File: config.mk
export PLATFORM = sky130hd
export DESIGN_NAME = hcs_ctrl
export DESIGN_NICKNAME = d
export VERILOG_FILES = /design/src/rtl/hcs_pkg.sv /design/src/rtl/hcs_ctrl.sv
export SDC_FILE = /design/constraint.sdc
export NUM_CORES = 1
export LEC_CHECK = 0
export BUFFER_PORTS_ARGS = -buffer_cell sky130_fd_sc_hd__buf_2
export CAP_MARGIN = 40
export CORE_MARGIN = 4
export CORE_UTILIZATION = 40
export CTS_CLUSTER_DIAMETER = 40
export DETAILED_ROUTE_END_ITERATION = 12
export GPL_ROUTABILITY_DRIVEN = 0
export GPL_TIMING_DRIVEN = 1
export PLACE_DENSITY = 0.62
export SETUP_SLACK_MARGIN = 0.1
export SKIP_CTS_REPAIR_TIMING = 1
export SLEW_MARGIN = 40
export SYNTH_ARGS = -nofsm -noshare
export SYNTH_HDL_FRONTEND = slang
export SYNTH_SLANG_ARGS = --single-unit
File: constraint.sdc
create_clock -name aclk -period 2.55 [get_ports aclk]
set_input_delay 0.1275 -clock aclk [delete_from_list [all_inputs] [get_ports aclk]]
set_output_delay 0.1275 -clock aclk [all_outputs]
set_load 0.05 [all_outputs]
File: src/rtl/hcs_pkg.sv
package hcs_pkg;

    // Calendar geometry: every level below the top has a main and a backup bank.
    localparam int LEVEL_COUNT       = 5;
    localparam int TOP_LEVEL         = LEVEL_COUNT - 1;
    localparam int LOG_F             = 3;
    localparam int BUCKETS_PER_LEVEL = 1 << LOG_F;
    localparam int BANK_COUNT        = 2 * (LEVEL_COUNT - 1) + 1;
    localparam int BUCKET_COUNT      = BANK_COUNT * BUCKETS_PER_LEVEL;
    localparam int BKT_W             = $clog2(BUCKET_COUNT);
    localparam int LVL_W             = 3;

    // Flows and weights.
    localparam int FLOW_SLOTS   = 64;
    localparam int FLOW_W       = 6;
    localparam int WEIGHT_SLOTS = 4;
    localparam int WSEL_W       = 2;

    // Field and register widths.
    localparam int HANDLE_W  = 16;
    localparam int ROUND_W   = 32;
    localparam int REG_W     = 16;
    localparam int CFG_IDX_W = 3;
    localparam int STATUS_W  = 3;
    localparam int IN_DATA_W  = 24;
    localparam int OUT_DATA_W = 48;

    // Serving arithmetic: the divider is at most F^TOP_LEVEL.
    localparam int DIV_W      = LOG_F * TOP_LEVEL + 1;
    localparam int ACC_W      = DIV_W + 1;
    localparam int SCAN_LIMIT = 131072;
    localparam int SCAN_W     = $clog2(SCAN_LIMIT + 1);

    localparam int DEF_BUCKET_SLOTS = 16;

    typedef enum logic [CFG_IDX_W-1:0] {
        CFG_WEIGHT0 = 3'd0,
        CFG_WEIGHT1 = 3'd1,
        CFG_WEIGHT2 = 3'd2,
        CFG_WEIGHT3 = 3'd3,
        CFG_BURST   = 3'd4
    } cfg_index_t;

    typedef enum logic [STATUS_W-1:0] {
        ST_QUEUED      = 3'd0,
        ST_BURST_DROP  = 3'd1,
        ST_LEVEL_DROP  = 3'd2,
        ST_BUCKET_FULL = 3'd3,
        ST_DEQUEUED    = 3'd4,
        ST_EMPTY       = 3'd5
    } status_t;

    // Commands from the controller to the datapath.
    typedef struct packed {
        logic    accept;
        logic    enq_dep;
        logic    enq_chk;
        logic    climb_step;
        logic    climb_done;
        logic    enq_commit;
        logic    deq_start;
        logic    srv_rd;
        logic    srv_occ;
        logic    srv_move;
        logic    srv_wb;
        logic    round_inc;
        logic    lvl_dec;
        logic    pop_wr;
        logic    status_we;
        status_t status;
        logic    load_out;
    } cmd_t;

    // Status flags from the datapath to the controller.
    typedef struct packed {
        logic burst_drop;
        logic climb_gt;
        logic climb_top;
        logic bucket_full;
        logic pending_zero;
        logic list_empty;
        logic take_more;
        logic level_end;
        logic scan_more;
        logic out_free;
    } stat_t;

endpackage

File: src/rtl/hcs_ctrl.sv
module hcs_ctrl (
    input  logic           aclk,
    input  logic           aresetn,
    input  logic           in_valid,
    input  logic           in_op,
    output logic           in_ready,
    input  hcs_pkg::stat_t stat,
    output hcs_pkg::cmd_t  cmd
);

    typedef enum logic [14:0] {
        S_IDLE     = 15'b000000000000001,
        S_ENQ_RD   = 15'b000000000000010,
        S_ENQ_CHK  = 15'b000000000000100,
        S_CLIMB    = 15'b000000000001000,
        S_ENQ_BKT  = 15'b000000000010000,
        S_DEQ      = 15'b000000000100000,
        S_SRV_RD   = 15'b000000001000000,
        S_SRV_OCC  = 15'b000000010000000,
        S_SRV_TAKE = 15'b000000100000000,
        S_SRV_MOVE = 15'b000001000000000,
        S_SRV_NEXT = 15'b000010000000000,
        S_DEQ_END  = 15'b000100000000000,
        S_POP      = 15'b001000000000000,
        S_POP_WR   = 15'b010000000000000,
        S_FIN      = 15'b100000000000000
    } state_t;

    state_t state_reg, state_next;

    assign in_ready = (state_reg == S_IDLE);

    // Next state and commands.
    always_comb begin
        state_next = state_reg;
        cmd        = '0;
        case (state_reg)
            S_IDLE: begin
                if (in_valid) begin
                    cmd.accept = 1'b1;
                    state_next = in_op ? S_DEQ : S_ENQ_RD;
                end
            end
            S_ENQ_RD: begin
                cmd.enq_dep = 1'b1;
                state_next  = S_ENQ_CHK;
            end
            S_ENQ_CHK: begin
                if (stat.burst_drop) begin
                    cmd.status_we = 1'b1;
                    cmd.status    = hcs_pkg::ST_BURST_DROP;
                    state_next    = S_FIN;
                end else begin
                    cmd.enq_chk = 1'b1;
                    state_next  = S_CLIMB;
                end
            end
            S_CLIMB: begin
                if (stat.climb_gt && stat.climb_top) begin
                    cmd.status_we = 1'b1;
                    cmd.status    = hcs_pkg::ST_LEVEL_DROP;
                    state_next    = S_FIN;
                end else if (stat.climb_gt) begin
                    cmd.climb_step = 1'b1;
                end else begin
                    cmd.climb_done = 1'b1;
                    state_next     = S_ENQ_BKT;
                end
            end
            S_ENQ_BKT: begin
                cmd.status_we = 1'b1;
                if (stat.bucket_full) begin
                    cmd.status = hcs_pkg::ST_BUCKET_FULL;
                end else begin
                    cmd.enq_commit = 1'b1;
                    cmd.status     = hcs_pkg::ST_QUEUED;
                end
                state_next = S_FIN;
            end
            S_DEQ: begin
                if (stat.pending_zero) begin
                    cmd.status_we = 1'b1;
                    cmd.status    = hcs_pkg::ST_EMPTY;
                    state_next    = S_FIN;
                end else if (!stat.list_empty) begin
                    state_next = S_POP;
                end else begin
                    cmd.deq_start = 1'b1;
                    state_next    = S_SRV_RD;
                end
            end
            S_SRV_RD: begin
                cmd.srv_rd = 1'b1;
                state_next = S_SRV_OCC;
            end
            S_SRV_OCC: begin
                cmd.srv_occ = 1'b1;
                state_next  = S_SRV_TAKE;
            end
            S_SRV_TAKE: begin
                if (stat.take_more) begin
                    state_next = S_SRV_MOVE;
                end else begin
                    cmd.srv_wb = 1'b1;
                    state_next = S_SRV_NEXT;
                end
            end
            S_SRV_MOVE: begin
                cmd.srv_move = 1'b1;
                state_next   = S_SRV_TAKE;
            end
            S_SRV_NEXT: begin
                if (!stat.level_end) begin
                    cmd.lvl_dec = 1'b1;
                    state_next  = S_SRV_RD;
                end else if (stat.scan_more) begin
                    cmd.round_inc = 1'b1;
                    state_next    = S_SRV_RD;
                end else begin
                    state_next = S_DEQ_END;
                end
            end
            S_DEQ_END: begin
                if (stat.list_empty) begin
                    cmd.status_we = 1'b1;
                    cmd.status    = hcs_pkg::ST_EMPTY;
                    state_next    = S_FIN;
                end else begin
                    state_next = S_POP;
                end
            end
            S_POP: begin
                state_next = S_POP_WR;
            end
            S_POP_WR: begin
                cmd.pop_wr    = 1'b1;
                cmd.status_we = 1'b1;
                cmd.status    = hcs_pkg::ST_DEQUEUED;
                state_next    = S_FIN;
            end
            S_FIN: begin
                if (stat.out_free) begin
                    cmd.load_out = 1'b1;
                    state_next   = S_IDLE;
                end
            end
            default: begin
                state_next = S_IDLE;
            end
        endcase
    end

    // State register.
    always_ff @(posedge aclk) begin
        if (!aresetn) begin
            state_reg <= S_IDLE;
        end else begin
            state_reg <= state_next;
        end
    end

endmodule

Yosys cells after proc, flatten, opt, wreduce, memory -nomap -nowiden
Index checks and enable logic that the tools add are counted.
{"block": "word_totals", "register_bits": 15, "in_bits": 14, "output_inout_bits": 20, "elab_cells": 68}
{"block": "op_classes", "eq_ne": 18, "n_mux": 45, "n_reduce_logical": 4}
{"cell": "$pmux W15 S13", "count": 1}
{"cell": "$mux W15", "count": 8}
{"cell": "$pmux W4 S6", "count": 1}
{"cell": "$mux W1", "count": 23}
{"cell": "$mux W4", "count": 4}
{"cell": "$eq A15 B1 Y1 const B", "count": 1}
{"cell": "$eq A15 B10 Y1 const B", "count": 1}
{"cell": "$eq A15 B11 Y1 const B", "count": 1}
{"cell": "$eq A15 B12 Y1 const B", "count": 1}
{"cell": "$eq A15 B13 Y1 const B", "count": 1}
{"cell": "$eq A15 B14 Y1 const B", "count": 1}
{"cell": "$eq A15 B15 Y1 const B", "count": 1}
{"cell": "$eq A15 B2 Y1 const B", "count": 1}
{"cell": "$eq A15 B3 Y1 const B", "count": 1}
{"cell": "$eq A15 B4 Y1 const B", "count": 1}
{"cell": "$eq A15 B5 Y1 const B", "count": 1}
{"cell": "$eq A15 B6 Y1 const B", "count": 1}
{"cell": "$eq A15 B7 Y1 const B", "count": 1}
{"cell": "$eq A15 B8 Y1 const B", "count": 1}
{"cell": "$eq A15 B9 Y1 const B", "count": 1}
{"cell": "$mux W13", "count": 1}
{"cell": "$mux W12", "count": 1}
{"cell": "$mux W11", "count": 1}
{"cell": "$mux W2", "count": 4}
{"cell": "other kinds (6)", "count": 8}

Logic depth before layout (Yosys ltp)
Gate-level depths: netlist (run 1).
{"block": "logic_depth", "ltp_word": 3, "depth_mapped": 6, "ltp_nobuf": 5}

Least setup slack after synthesis (run 1)
No wires, ideal clock.
{"block": "synth_timing", "path_type": "reg2reg", "start": "register state_reg[8]", "end": "register state_reg[7]", "setup_time_ns": 0.067, "arrival_time_ns": 2.784, "path_slack_ns": -0.301, "stages_incl_launch_ff": 6, "n_path_buf": 1, "period_less_slack_ns": 2.851, "path_cell_list": "dfxtp_1 -> buf_6 -> nor4_4 -> nand3_1 -> nor4_1 -> and2_1"}
{"block": "synth_via", "elab_chain_cells": 3}
{"item": "from (decl)", "line_no": "hcs_ctrl.sv:29", "text": "state_t state_reg, state_next;"}
{"item": "from (signal assigned)", "line_no": "hcs_ctrl.sv:158", "text": "state_reg <= state_next;"}
{"item": "$eq A15 B14 Y1, or another cell as far along", "line_no": "hcs_ctrl.sv:37", "text": "case (state_reg)"}
{"item": "$reduce_or A2 Y1 (no source line), or another cell as far along"}
{"item": "$pmux W15 S13 or $reduce_and A3 Y1 (tied branches)"}
Several ways; a longest one is shown, not always the timed one.
A chain may end at the register's enable or synchronous reset.

==> results.json, run 1 <==
{
  "nNetsFinal": 186,
  "total_power_w": 0.0005018,
  "post-route-drc-count": 0,
  "cts_root_buf": "sky130_fd_sc_hd__clkbuf_4",
  "fmax_ghz": 0.4471,
  "syn-num-nets": 152,
  "detailedPlacementHpwl_um": 2291,
  "worst_ir_drop_vdd_uv": 255.3,
  "overflow": 0,
  "nFillCells": 268,
  "total_switching_power_w": 0.0001634,
  "static-leakage-power_nw": 0.6583,
  "final-hold-violation-count": 0,
  "post_layout_nonfiller_instances": 201,
  "track_usage_pct": 17.28,
  "clock-skew-final_ns": 0.006401,
  "post_synthesis_instance_total": 138,
  "detailedRoute.firstIterationViolations": 35,
  "cts_sinks": 15,
  "worst-endpoint-arrival_ns": 2.11,
  "min-delay-path-class": "input pin to flop",
  "floorplan.die.height_um": 60.82,
  "groute.layer.met3.usage_pct": 4.894,
  "cp.required_ns": 2.42,
  "async_reset_ff_share_pct": 0,
  "placement.io_buffers": 33,
  "slew_violations": 0,
  "final_setup_vio_count": 0,
  "placement.cell_area_um2": 1256,
  "rows": 18,
  "maximum_root_to_sink_buffer_count": 2,
  "maxCapViolations": 0,
  "via_density_per_instance": 5.687,
  "first_global_vias": 1062,
  "slew_headroom_pct": 68.11,
  "start_kind": "flop",
  "totalWireLength_um": 2976,
  "synth_enable_flop_cells": 0,
  "multi_input_area_um2": 737.0,
  "pwr-share-seq_pct": 49.8,
  "grt_most_used_layer": "met2",
  "drt-wirelength-per-cell_um": 14.81,
  "comb_power_share_pct": 21.5,
  "cts_tree": "done",
  "placement.setup.worst_slack_ns": 0.4820,
  "cts_made_buffers": 3,
  "postLayoutCellArea_um2": 1321,
  "cp-end-kind": "output port",
  "grt_first_pass_wirelength_um": 4781,
  "yosys_warnings": 0,
  "layout_min_cycle_time_ns": 2.236,
  "run_status": "complete, no violations",
  "finalCoreUtilization_pct": 51.46,
  "chipWidth_um": 60.82,
  "largest_register_ff_count": 15,
  "drt_pass1_iterations": 4,
  "number_of_antenna_violations_at_the_first_check_in_global_routing": 0,
  "detail-route-antenna-nets": 0,
  "ys_seq_elements": 15,
  "worst-setup-path-type": "flop to output port",
  "h-tree-depth": 1,
  "pwr_density_cell_nw_per_um2": 379.8,
  "core_region_area_um2": 2567,
  "layout-drive-gt1-share_pct": 32.75,
  "grt_util_met1_pct": 23.31,
  "worstMarginPinSlew_ns": 0.4717,
  "diodes": 0,
  "fin_crit_sh_pct": 87.70,
  "post-route-worst-setup-slack_ns": 0.3136,
  "grt_util_met2_pct": 26.72,
  "io_pins": 34,
  "postSynthAreaPerCell_um2": 8.087,
  "synth-seq-area-share_pct": 26.91,
  "p_int_w": 0.0003384,
  "sw_frac_of_total_pct": 32.56,
  "syn_area_um2": 1116,
  "clock_pin_slew_on_the_worst_setup_and_hold_paths_ns": 0.10,
  "setup_repair_after_global_routing_missed_its_margin": "false",
  "initial_core_utilization_pct": 43.47,
  "die_area_um2": 3699,
  "pwr-share-clk_pct": 28.7,
  "ff_latch_area_um2": 300.3,
  "synth_top_flop_cell": "sky130_fd_sc_hd__dfxtp_1",
  "routed-via-count": 1143,
  "post-place-cells": 194,
  "clock_latency_ns": 0.29,
  "netlist-cell-type-count": 40,
  "grt_max_degree": 11,
  "timing.critical_path.fanout_max": 8,
  "layout-area-overhead-vs-synth_pct": 18.39
}
[cell families (layout without fill, tap and decap cells)]
kind of cell	after synthesis	count (layout)	share of synthesized area (%)
AND/OR/NAND/NOR	87	87	49.10
AO/OA/AOI/OAI	17	17	10.65
flip-flops	15	15	26.91
buffers and inverters	14	47	9.415
XOR/XNOR	5	5	3.924
[area by class of cell]
cell class	count	share of cell area [%]
multi-input combinational	109	55.78
sequential	15	22.73
timing repair buffer	37	14.96
tap	30	2.841
clock buffer	4	1.989
inverter	6	1.705
[through the flow]
stage | hold slack [ns] | setup TNS, ns
finish | 0.008262 | 0
global route | 0.009624 | 0
CTS | -0.006691 | 0
detailed placement | 0.3027 | 0
global placement | 0.2956 | 0
floorplan | 0.1990 | -0.1243
[path summary, 6_finish.rpt]
path / end / cells after the start / from / slack [ns]
max: cmd[7] / 5 / state_reg[4] / 0.31
min: state_reg[11] / 2 / stat[1] / 0.008
max reg2reg: state_reg[0] / 7 / state_reg[11] / 0.43
min reg2reg: state_reg[13] / 1 / state_reg[12] / 0.57
[Yosys cell counts, types with 2 or more instances]
| library cell | count | area share [%] |
|---|---|---|
| sky130_fd_sc_hd__nand4b_1 | 2 | 1.6 |
| sky130_fd_sc_hd__inv_1 | 6 | 2.0 |
| sky130_fd_sc_hd__nand3_1 | 5 | 2.2 |
| sky130_fd_sc_hd__nor3b_1 | 3 | 2.0 |
| sky130_fd_sc_hd__xor2_1 | 5 | 3.9 |
| sky130_fd_sc_hd__and3_2 | 2 | 1.3 |
| sky130_fd_sc_hd__and4b_2 | 3 | 3.0 |
| sky130_fd_sc_hd__dfxtp_1 | 15 | 27 |
| sky130_fd_sc_hd__a21oi_1 | 3 | 1.3 |
| sky130_fd_sc_hd__nor4b_1 | 4 | 3.1 |
| sky130_fd_sc_hd__nand2b_1 | 3 | 1.7 |
| sky130_fd_sc_hd__and2_1 | 4 | 2.2 |
| sky130_fd_sc_hd__and3_1 | 7 | 3.9 |
| sky130_fd_sc_hd__and4_1 | 2 | 1.6 |
| sky130_fd_sc_hd__buf_4 | 2 | 1.3 |
| sky130_fd_sc_hd__nor3_1 | 10 | 4.5 |
| sky130_fd_sc_hd__o21ai_0 | 5 | 2.2 |
| sky130_fd_sc_hd__nor2b_1 | 2 | 1.1 |
| sky130_fd_sc_hd__nor2_1 | 14 | 4.7 |
| sky130_fd_sc_hd__a21o_1 | 2 | 1.3 |
| sky130_fd_sc_hd__nand2_1 | 11 | 3.7 |
| sky130_fd_sc_hd__nor4_1 | 6 | 3.4 |
| sky130_fd_sc_hd__nand4_1 | 2 | 1.1 |
| sky130_fd_sc_hd__nor4_4 | 2 | 3.8 |
| sky130_fd_sc_hd__buf_6 | 3 | 3.0 |
[power by group through the flow]
stage / logic, W / clock network [W] / registers [W]
final: 0.000108 / 0.000144 / 0.000250
after detailed placement: 0.000104 / 0 / 0.000254
after global placement: 0.000103 / 0 / 0.000253
after floorplan: 0.0000872 / 0 / 0.000246
after CTS: 0.000104 / 0.000147 / 0.000248
after global routing: 0.000119 / 0.000154 / 0.000251
[cell usage in the layout, fill, tap and decap left out, types with 2 or more instances in the layout]
cell,instances
sky130_fd_sc_hd__and4_1,2
sky130_fd_sc_hd__inv_1,6
sky130_fd_sc_hd__nand4b_1,2
sky130_fd_sc_hd__nor2_1,14
sky130_fd_sc_hd__nand4_1,2
sky130_fd_sc_hd__nor4_4,3
sky130_fd_sc_hd__a21oi_1,3
sky130_fd_sc_hd__o21ai_0,5
sky130_fd_sc_hd__nand3_1,5
sky130_fd_sc_hd__nand2_1,11
sky130_fd_sc_hd__and3_2,2
sky130_fd_sc_hd__nor4_2,2
sky130_fd_sc_hd__and2_1,4
sky130_fd_sc_hd__and3_1,7
sky130_fd_sc_hd__nor2b_1,2
sky130_fd_sc_hd__nor4b_1,4
sky130_fd_sc_hd__buf_4,3
sky130_fd_sc_hd__dfxtp_1,15
sky130_fd_sc_hd__nor4_1,4
sky130_fd_sc_hd__xor2_1,5
sky130_fd_sc_hd__nor3b_1,2
sky130_fd_sc_hd__clkbuf_4,3
sky130_fd_sc_hd__nand2b_1,3
sky130_fd_sc_hd__a21o_1,2
sky130_fd_sc_hd__and4b_2,3
sky130_fd_sc_hd__buf_2,33
sky130_fd_sc_hd__nor3_1,10
[critical path, cell delays in order (launching register included)]
cell and delay (ns):
sky130_fd_sc_hd__dfxtp_1 0.43, sky130_fd_sc_hd__nor4_4 0.47, sky130_fd_sc_hd__and3_1 0.29, sky130_fd_sc_hd__and3_1 0.22, sky130_fd_sc_hd__and3_1 0.16, sky130_fd_sc_hd__buf_2 0.25
[metal layers]
layer	part of all wire, %	vias up
li1	-	571
met1	48	546
met2	47	24
met3	4.4	2
met4	0.64	0
met5	0	-
Note: power is estimated with default switching activity, not from simulation.
==> inputs of run 2 (changes only) <==
--- a/config.mk
+++ b/config.mk
@@ -5,7 +5,7 @@
 export SDC_FILE = /design/constraint.sdc
 export NUM_CORES = 1
 export LEC_CHECK = 0
-export BUFFER_PORTS_ARGS = -buffer_cell sky130_fd_sc_hd__buf_2
+export BUFFER_PORTS_ARGS = -buffer_cell sky130_fd_sc_hd__buf_4
 export CAP_MARGIN = 40
 export CORE_MARGIN = 4
 export CORE_UTILIZATION = 40
==> run 2 against run 1 <==
Against the previous run:
- sequential power about the same
- largest cell class unchanged
- final area rose by 6.9%
- non-clock buffer count increased by 1
- first-iteration DRC count is 74% higher
- combinational power up 12%
- clock power decreased by 3%
- global-route usage up 0.14 points
- die area unchanged
- critical endpoint unchanged
- critical path depth unchanged
- maximum frequency down 1.2%
- setup slack got worse by 0.028 ns
==> results.json, run 2 (synthesized netlist as in run 1, its figures left out) <==
{
  "track_usage_pct": 17.42,
  "r2r_setup_slack_ns": 0.55,
  "routed-via-count": 1167,
  "first_global_vias": 1048,
  "final-hold-violation-count": 0,
  "grt_max_degree": 11,
  "worst_r2r_path_depth": 5,
  "post-route-drc-count": 0,
  "clock_latency_ns": 0.29,
  "drt-wirelength-per-cell_um": 15.23,
  "run_status": "complete, no violations",
  "layout-drive-gt1-share_pct": 31.98,
  "number_of_antenna_violations_at_the_first_check_in_global_routing": 0,
  "static-leakage-power_nw": 0.6748,
  "overflow": 0,
  "start_kind": "flop",
  "worst_ir_drop_vdd_uv": 324.7,
  "finalCoreUtilization_pct": 55.02,
  "drt_pass1_iterations": 4,
  "maximum_root_to_sink_buffer_count": 2,
  "critical-path-max-stage-delay_ns": 0.51,
  "via_density_per_instance": 5.777,
  "largest_register_ff_count": 15,
  "worstMarginPinSlew_ns": 0.4899,
  "final_setup_vio_count": 0,
  "setup_repair_after_global_routing_missed_its_margin": "false",
  "slew_violations": 0,
  "fmax_ghz": 0.4417,
  "maxCapViolations": 0,
  "cp.required_ns": 2.42,
  "layout_min_cycle_time_ns": 2.264,
  "detail-route-antenna-nets": 0,
  "pwr_density_cell_nw_per_um2": 361.6,
  "worstReg2RegEnd": "state_reg[13]",
  "worst-setup-path-type": "flop to output port",
  "chipWidth_um": 60.82,
  "cp-end-kind": "output port",
  "groute.layer.met3.usage_pct": 4.468,
  "grt_most_used_layer": "met2",
  "placement.cell_area_um2": 1339,
  "rows": 18,
  "timing.critical_path.fanout_max": 8,
  "cts_tree": "done",
  "layout-area-overhead-vs-synth_pct": 26.57,
  "post_layout_nonfiller_instances": 202,
  "post-place-cells": 194,
  "fin_crit_sh_pct": 88.78,
  "mostFrequentLayoutCell": "sky130_fd_sc_hd__buf_4",
  "h-tree-depth": 1,
  "worst-endpoint-arrival_ns": 2.14,
  "grt_util_met1_pct": 23.85,
  "totalWireLength_um": 3076,
  "clock_pin_slew_on_the_worst_setup_and_hold_paths_ns": 0.09,
  "core_region_area_um2": 2567,
  "timing.critical_path.mode_cell": "sky130_fd_sc_hd__and3_1",
  "placement.io_buffers": 33,
  "nFillCells": 255,
  "detailedRoute.firstIterationViolations": 61,
  "floorplan.die.height_um": 60.82,
  "slowest_stage": "sky130_fd_sc_hd__nor4_4",
  "worst_setup_path_endpoint": "cmd[7]",
  "hold_depth": 2,
  "layout.cells.most_common_list": "sky130_fd_sc_hd__buf_4 (35), sky130_fd_sc_hd__dfxtp_1 (15), sky130_fd_sc_hd__nor2_1 (14)",
  "grt_util_met2_pct": 27.33,
  "cts_made_buffers": 3,
  "postLayoutCellArea_um2": 1413,
  "diodes": 0,
  "die_area_um2": 3699,
  "critical_path.cell_chain": "nor4_4, and3_1, and3_1, and3_1, buf_4",
  "nNetsFinal": 187,
  "io_pins": 34,
  "critPathLaunch": "state_reg[4]",
  "grt_first_pass_wirelength_um": 4836,
  "min-delay-path-class": "input pin to flop",
  "clock-skew-final_ns": 0.0008435,
  "cts_sinks": 15,
  "reg_to_reg_startpoint": "state_reg[4]",
  "cts_root_buf": "sky130_fd_sc_hd__clkbuf_4",
  "initial_core_utilization_pct": 43.47,
  "detailedPlacementHpwl_um": 2379,
  "slew_headroom_pct": 67.26
}
==> run 2: cell types whose count changed in the layout (fill, tap and decap cells not counted), sizes merged <==
cell / change
clkbuf: -1
clkinv: +1
buf: -1
dlygate4sd3: +2
==> run 2: layout make-up <==
cell class	instances	area [µm²]	share of cell area, %
multi-input cells	109	732.0	51.82
flip-flops and latches	15	300.3	21.26
repair buffers	38	292.8	20.73
well taps	30	37.54	2.657
clock buffers	3	22.52	1.594
inverters	6	22.52	1.594
clock inverters	1	5.005	0.3543
==> run 2: stage by stage <==
stage / TNS [ns] / setup slack, ns / hold WS, ns / power (W)
floorplan: -0.1243 / -0.06059 / 0.1990 / 0.0003329
global placement: 0 / 0.5275 / 0.2950 / 0.0003671
detailed placement: 0 / 0.5183 / 0.2966 / 0.0003676
CTS: 0 / 0.2302 / -0.01573 / 0.0005070
global route: 0 / 0.1137 / 0.02048 / 0.0005350
finish: 0 / 0.2860 / 0.02061 / 0.0005108
==> run 2: how the worst min path moves through the flow <==
stage / slack, ns / startpoint / to
2_1_floorplan: 0.20 / in_op / state_reg[1]
3_3_place_gp: 0.29 / in_op / state_reg[1]
3_5_place_dp: 0.30 / in_op / state_reg[1]
4_1_cts: -0.02 / in_op / state_reg[1]
5_1_grt: 0.02 / stat[4] / state_reg[12]
6_report: 0.02 / stat[4] / state_reg[12]
==> run 2: layer usage <==
| metal | wire length [µm] | up-vias |
|---|---|---|
| li1 | - | 575 |
| met1 | 1427 | 545 |
| met5 | 0 | - |
| met2 | 1447 | 45 |
| met4 | 16 | 0 |
| met3 | 185 | 2 |
==> run 2: report_power, final <==
group	switching (W)	leakage, nW	internal (W)	total, W
Combinational	0.0000702	0.536	0.0000506	0.000121
Sequential	0.0000116	0.121	0.000238	0.000250
Clock	0.0000818	0.0177	0.0000583	0.000140
==> run 2: critical path: cells and delay by family (launching register included) <==
| family | cells | cell delay, ns |
|---|---|---|
| simple gates | 4 | 1.21 |
| buf+inv | 1 | 0.19 |
| flops | 1 | 0.44 |
